## config.mk

```make
export PLATFORM = sky130hd
export DESIGN_NAME = ertm_cordic
export DESIGN_NICKNAME = d
export VERILOG_FILES = /design/src/design/ertm_pkg.sv /design/src/design/ertm_cordic.sv
export SDC_FILE = /design/constraint.sdc
export NUM_CORES = 2
export LEC_CHECK = 0
export BUFFER_PORTS_ARGS = -buffer_cell sky130_fd_sc_hd__buf_2
export CORE_MARGIN = 2
export CORE_UTILIZATION = 45
export CTS_CLUSTER_DIAMETER = 30
export CTS_CLUSTER_SIZE = 28
export DETAILED_ROUTE_END_ITERATION = 10
export GPL_TIMING_DRIVEN = 1
export HOLD_SLACK_MARGIN = 0.03
export PLACE_DENSITY = 0.67
export SLEW_MARGIN = 25
export SYNTH_ARGS = -nofsm -noshare
export SYNTH_HDL_FRONTEND = slang
export SYNTH_SLANG_ARGS = --single-unit
export TNS_END_PERCENT = 5
```

## constraint.sdc

```tcl
create_clock -name i_clk -period 7.2 [get_ports i_clk]
set_clock_uncertainty 0.05 [all_clocks]
set_input_delay 0.72 -clock i_clk [delete_from_list [all_inputs] [get_ports i_clk]]
set_output_delay 0.72 -clock i_clk [all_outputs]
set_load 0.1 [all_outputs]
```

## src/design/ertm_pkg.sv

```systemverilog
// ----------------------------------------------------------------------------
// ertm_pkg
// Shared constants for the Euler-angle to rotation-matrix pipeline.
// ----------------------------------------------------------------------------
package ertm_pkg;

    localparam int CORDIC_W     = 34;
    localparam int INT_FRAC     = 30;
    localparam int CORDIC_EXTRA = 2;   // reduce stage + narrow stage
    localparam int MATRIX_DEPTH = 4;
    localparam logic signed [CORDIC_W-1:0] CORDIC_START = 34'sd652032874;

    localparam logic [31:0] ATAN_TABLE [0:31] = '{
        32'h20000000, 32'h12E4051D, 32'h09FB385B, 32'h051111D4,
        32'h028B0D43, 32'h0145D7E1, 32'h00A2F61E, 32'h00517C55,
        32'h0028BE53, 32'h00145F2F, 32'h000A2F98, 32'h000517CC,
        32'h00028BE6, 32'h000145F3, 32'h0000A2FA, 32'h0000517D,
        32'h000028BE, 32'h0000145F, 32'h00000A30, 32'h00000518,
        32'h0000028C, 32'h00000146, 32'h000000A3, 32'h00000051,
        32'h00000029, 32'h00000014, 32'h0000000A, 32'h00000005,
        32'h00000003, 32'h00000001, 32'h00000001, 32'h00000000
    };

endpackage

```

## src/design/ertm_cordic.sv

```systemverilog
// ----------------------------------------------------------------------------
// ertm_cordic
// Pipelined sine/cosine: quadrant fold, one CORDIC rotation per stage, and a
// final round and saturate to the entry format.
// ----------------------------------------------------------------------------
module ertm_cordic #(
    parameter int ANGLE_BITS    = 16,
    parameter int FRACTION_BITS = 14,
    parameter int CORDIC_STAGES = 16
) (
    input  logic                            i_clk,
    input  logic                            i_en,
    input  logic signed [ANGLE_BITS-1:0]    i_angle,
    output logic signed [FRACTION_BITS+1:0] o_sin,
    output logic signed [FRACTION_BITS+1:0] o_cos
);
    localparam int W  = ertm_pkg::CORDIC_W;
    localparam int S  = CORDIC_STAGES;
    localparam int SH = ertm_pkg::INT_FRAC - FRACTION_BITS;
    localparam logic signed [W-1:0] QUARTER = W'(64'sd1 <<< 30);
    localparam logic signed [W-1:0] HALF    = W'(64'sd1 <<< 31);
    localparam logic signed [W-1:0] ONE     = W'(64'sd1 <<< FRACTION_BITS);
    localparam logic signed [W-1:0] RND     = (SH > 0) ? W'(64'sd1 <<< (SH - 1)) : '0;

    logic signed [W-1:0] r_x [0:S];
    logic signed [W-1:0] r_y [0:S];
    logic signed [W-1:0] r_z [0:S];
    logic                r_neg [0:S];

    logic signed [W-1:0] n_z0;
    logic                n_neg0;

    always_comb begin
        n_z0   = $signed({{(W-ANGLE_BITS){i_angle[ANGLE_BITS-1]}}, i_angle}) <<< (32 - ANGLE_BITS);
        n_neg0 = 1'b0;
        if (n_z0 > QUARTER) begin
            n_z0   = n_z0 - HALF;
            n_neg0 = 1'b1;
        end else if (n_z0 < -QUARTER) begin
            n_z0   = n_z0 + HALF;
            n_neg0 = 1'b1;
        end
    end

    always_ff @(posedge i_clk) begin
        if (i_en) begin
            r_x[0]   <= ertm_pkg::CORDIC_START;
            r_y[0]   <= '0;
            r_z[0]   <= n_z0;
            r_neg[0] <= n_neg0;
        end
    end

    for (genvar i = 0; i < S; i++) begin : g_stage
        localparam logic signed [W-1:0] ATAN = $signed({2'b00, ertm_pkg::ATAN_TABLE[i % 32]});
        logic signed [W-1:0] dx;
        logic signed [W-1:0] dy;
        assign dx = r_y[i] >>> i;
        assign dy = r_x[i] >>> i;
        always_ff @(posedge i_clk) begin
            if (i_en) begin
                if (!r_z[i][W-1]) begin
                    r_x[i+1] <= r_x[i] - dx;
                    r_y[i+1] <= r_y[i] + dy;
                    r_z[i+1] <= r_z[i] - ATAN;
                end else begin
                    r_x[i+1] <= r_x[i] + dx;
                    r_y[i+1] <= r_y[i] - dy;
                    r_z[i+1] <= r_z[i] + ATAN;
                end
                r_neg[i+1] <= r_neg[i];
            end
        end
    end

    logic signed [W-1:0] w_c;
    logic signed [W-1:0] w_s;
    logic signed [W-1:0] n_c;
    logic signed [W-1:0] n_s;

    always_comb begin
        w_c = r_neg[S] ? -r_x[S] : r_x[S];
        w_s = r_neg[S] ? -r_y[S] : r_y[S];
        n_c = (w_c + RND) >>> SH;
        n_s = (w_s + RND) >>> SH;
        if (n_c > ONE)  n_c = ONE;
        if (n_c < -ONE) n_c = -ONE;
        if (n_s > ONE)  n_s = ONE;
        if (n_s < -ONE) n_s = -ONE;
    end

    always_ff @(posedge i_clk) begin
        if (i_en) begin
            o_cos <= n_c[FRACTION_BITS+1:0];
            o_sin <= n_s[FRACTION_BITS+1:0];
        end
    end

endmodule

```

==> impl_metrics.env <==
export IMPL_run_status="completed"
export IMPL_final_period_minus_worst_setup_slack_ns=6.00
export IMPL_timing_worst_setup_path_type="flop to flop"
export IMPL_seq_area_sq_um=44900
export IMPL_path_clk_slew_ns=0.05
export IMPL_finalSetupViolCount=0
export IMPL_clock_tree_root_cell="clkbuf_16"
export IMPL_cell_type_of_the_slowest_stage_on_the_worst_timing_path="a2111oi_0"
export IMPL_worst_r2r_startpoint="r_x[11][11]"
export IMPL_bufs_on_longest_clock_path=4
export IMPL_drc=0
export IMPL_wire_per_inst_um=17.4
export IMPL_regToRegSetupSlack_ns=1.20
export IMPL_ys_async_sr_fraction_pct=0
export IMPL_via_count_of_the_first_global_routing_pass=90973
export IMPL_post_route_util_pct=51.6
export IMPL_grt_setup_unrepaired="no"
export IMPL_cts_sink_count=1495
export IMPL_finalHoldViolCount=0
export IMPL_die_area_sq_um=278000
export IMPL_critical_path_depth=21
export IMPL_post_synth_inst_count=12627
export IMPL_fmaxAchievable_ghz=0.167
export IMPL_globalRouteTotalUtil_pct=20.5
export IMPL_drv_slew=0
export IMPL_postCtsSetupBuffers=0
export IMPL_wire_length_of_the_first_global_routing_pass_um=474000
export IMPL_syn_nets=14068
export IMPL_port_bufs=49
export IMPL_timing_critical_path_cells="inv_1, ha_1, nand4bb_1, or3_1, or2_2, nor4_1, and2_1, nor2_1, xnor2_1, ha_1, and3_1, a221o_1, and2_1, nor2_1, nand3_1, a41oi_1, a21oi_1, and4_1, a2111oi_0, o2bb2ai_1, xnor2_1"
export IMPL_timing_reg2reg_worst_path_depth=21
export IMPL_dieWidth_um=527
export IMPL_worst_setup_path_end_kind="flop"
export IMPL_synth_yosys_seq_area_share_pct=36.5
export IMPL_cts_hold_fix_buffers=15
export IMPL_cpLargestDelayFamily="simple AND/OR/NAND/NOR gates"
export IMPL_route_antenna_remaining_nets=0
export IMPL_layout_cells_most_common="edfxtp_1"
export IMPL_critPathCapture="r_y[12][32]"
export IMPL_cp_slowest_stage_delay_ns=0.73
export IMPL_drt_pre_antenna_iters=8
export IMPL_layout_common_cells="edfxtp_1 (1495), ha_1 (1379), a21oi_1 (1263)"
export IMPL_ffs_latches_synth=1495
export IMPL_worst_r2r_endpoint="r_y[12][32]"
export IMPL_synth_edf_count=1495
export IMPL_critical_path_max_fanout=4
export IMPL_total_cts_buffers=353
export IMPL_core_rowCount=191
export IMPL_syn_cell_area_sq_um=123000
export IMPL_share_of_post_route_cells_with_drive_strength_above_1_pct=6.84
export IMPL_design_portCount=50
export IMPL_globalplace_congestion=0.935
export IMPL_relSlewSlack_pct=30.1
export IMPL_synthDistinctLibCells=97
export IMPL_cts_tree="yes"
export IMPL_period_share_pct=83.3
export IMPL_vias=94293
export IMPL_grt_remaining_overflow=0
export IMPL_synthFlopType="edfxtp_1"
export IMPL_grt_max_degree=169
export IMPL_dr_first_iter_drc_count=5633
export IMPL_hp_class="input pin to flop"
export IMPL_launching_instance_or_port_of_the_critical_path="r_x[11][11]"
export IMPL_h_tree_lvl_count=5
export IMPL_required_ns=7.74
export IMPL_drt_wl_total_um=292000
export IMPL_start_util_pct=45.3
export IMPL_routed_via_density=5.61
export IMPL_setup_tns_ns=0
export IMPL_worst_slew_pin_transition_ns=1.04
export IMPL_worstSetupStartpointType="flop"
export IMPL_path_buf_inv=1
export IMPL_layout_nets=14363
export IMPL_critPathArrivalTime_ns=6.54
export IMPL_postCtsResizedCells=0
export IMPL_post_synthesis_average_cell_area_sq_um=9.75
export IMPL_clock_latency_ns=0.92
export IMPL_ys_warns=0
export IMPL_multiInputGateArea_sq_um=75500
export IMPL_post_dp_hpwl_um=226000
export IMPL_layout_area_overhead_vs_synth_pct=13.9
export IMPL_core_region_area_sq_um=271000
export IMPL_fillers=24404
export IMPL_max_cap_violations=0
export IMPL_antenna_found_initial=4
export IMPL_fp_dieH_um=527
-- how the worst min path moves through the flow --
stage,startpoint,endpoint,cells after the start
4_1_cts,i_angle[15],r_z[0][32],3
5_1_grt,i_angle[15],r_z[0][32],3
6_report,i_angle[15],r_z[0][32],3
3_5_place_dp,r_neg[0][5],r_neg[0][6],0
2_1_floorplan,r_neg[0][0],r_neg[0][1],0
3_3_place_gp,r_neg[0][3],r_neg[0][4],0
-- routing by layer --
| layer | routed length, um | part of all wire (%) | global-route usage (%) | vias to the layer above |
|---|---|---|---|---|
| met5 | 0 | 0 | 0 | - |
| met2 | 141000 | 48 | 36.0 | 1964 |
| met3 | 11000 | 3.8 | 2.24 | 578 |
| li1 | - | - | - | 47666 |
| met4 | 10600 | 3.6 | 7.95 | 0 |
| met1 | 129000 | 44 | 25.7 | 44085 |
-- flip-flops by register name, indices dropped and copies added, names as in the netlist --
register and flops:
r_y 511, r_neg 17, o_cos 16, r_x 484, o_sin 16, r_z 451
-- final cells by class --
| type | count | share of cell area (%) |
|---|---|---|
| clock buffers | 383 | 6.39 |
| repair buffers | 137 | 0.702 |
| multi-input cells | 10419 | 53.9 |
| clock inverters | 271 | 2.41 |
| inverters | 516 | 1.38 |
| well taps | 3570 | 3.19 |
| flip-flops and latches | 1495 | 32.0 |
| diodes | 3 | 0.00536 |
-- Yosys cell counts (all sizes together), types with 104 or more instances --
cell | n | area [sq um]
inv | 508 | 1910
xnor2 | 1251 | 11000
a31oi | 114 | 713
ha | 1379 | 17300
nor3 | 332 | 1670
nand2b | 238 | 1490
xor2 | 630 | 5520
a21o | 556 | 4170
a21oi | 1265 | 6340
nand2 | 686 | 2570
nand3 | 219 | 1100
nor2 | 993 | 3750
and3 | 108 | 677
o21a | 230 | 1730
o21bai | 155 | 1160
a211oi | 104 | 781
o31ai | 124 | 931
edfxtp | 1495 | 44900
nor2b | 172 | 1080
o21ai | 633 | 3170
clkbuf | 156 | 587
-- worst register-to-register path, cell delays in order (launching register included) --
cell	delay, ns
edfxtp_1	0.46
inv_1	0.10
ha_1	0.18
nand4bb_1	0.12
or3_1	0.33
or2_2	0.29
nor4_1	0.32
and2_1	0.26
nor2_1	0.07
xnor2_1	0.33
ha_1	0.33
and3_1	0.19
a221o_1	0.33
and2_1	0.17
nor2_1	0.11
nand3_1	0.17
a41oi_1	0.37
a21oi_1	0.22
and4_1	0.24
a2111oi_0	0.73
o2bb2ai_1	0.21
xnor2_1	0.09
-- stage by stage --
step	setup slack [ns]	instances	hold slack (ns)	instance area [sq um]
global route	0.845	16794	0.0883	140000
floorplan	1.50	12627	0.350	123000
finish	1.20	16794	0.0929	140000
global placement	0.760	16122	0.352	128000
detailed placement	0.777	16122	0.355	128000
CTS	1.29	16791	0.0341	140000
-- logic make-up after synthesis --
logic type,after synthesis,synth area share [%]
multiplexers,107,0.917
buffers and inverters,713,2.20
AO/OA/AOI/OAI,3710,19.2
XOR/XNOR,1882,13.4
adder cells (fa/ha/maj),1423,14.7
flip-flops,1495,36.5
AND/OR/NAND/NOR,3297,13.1
Power is not shown: default switching activity piles up to over one toggle a cycle in this logic, so the estimate is an artifact.
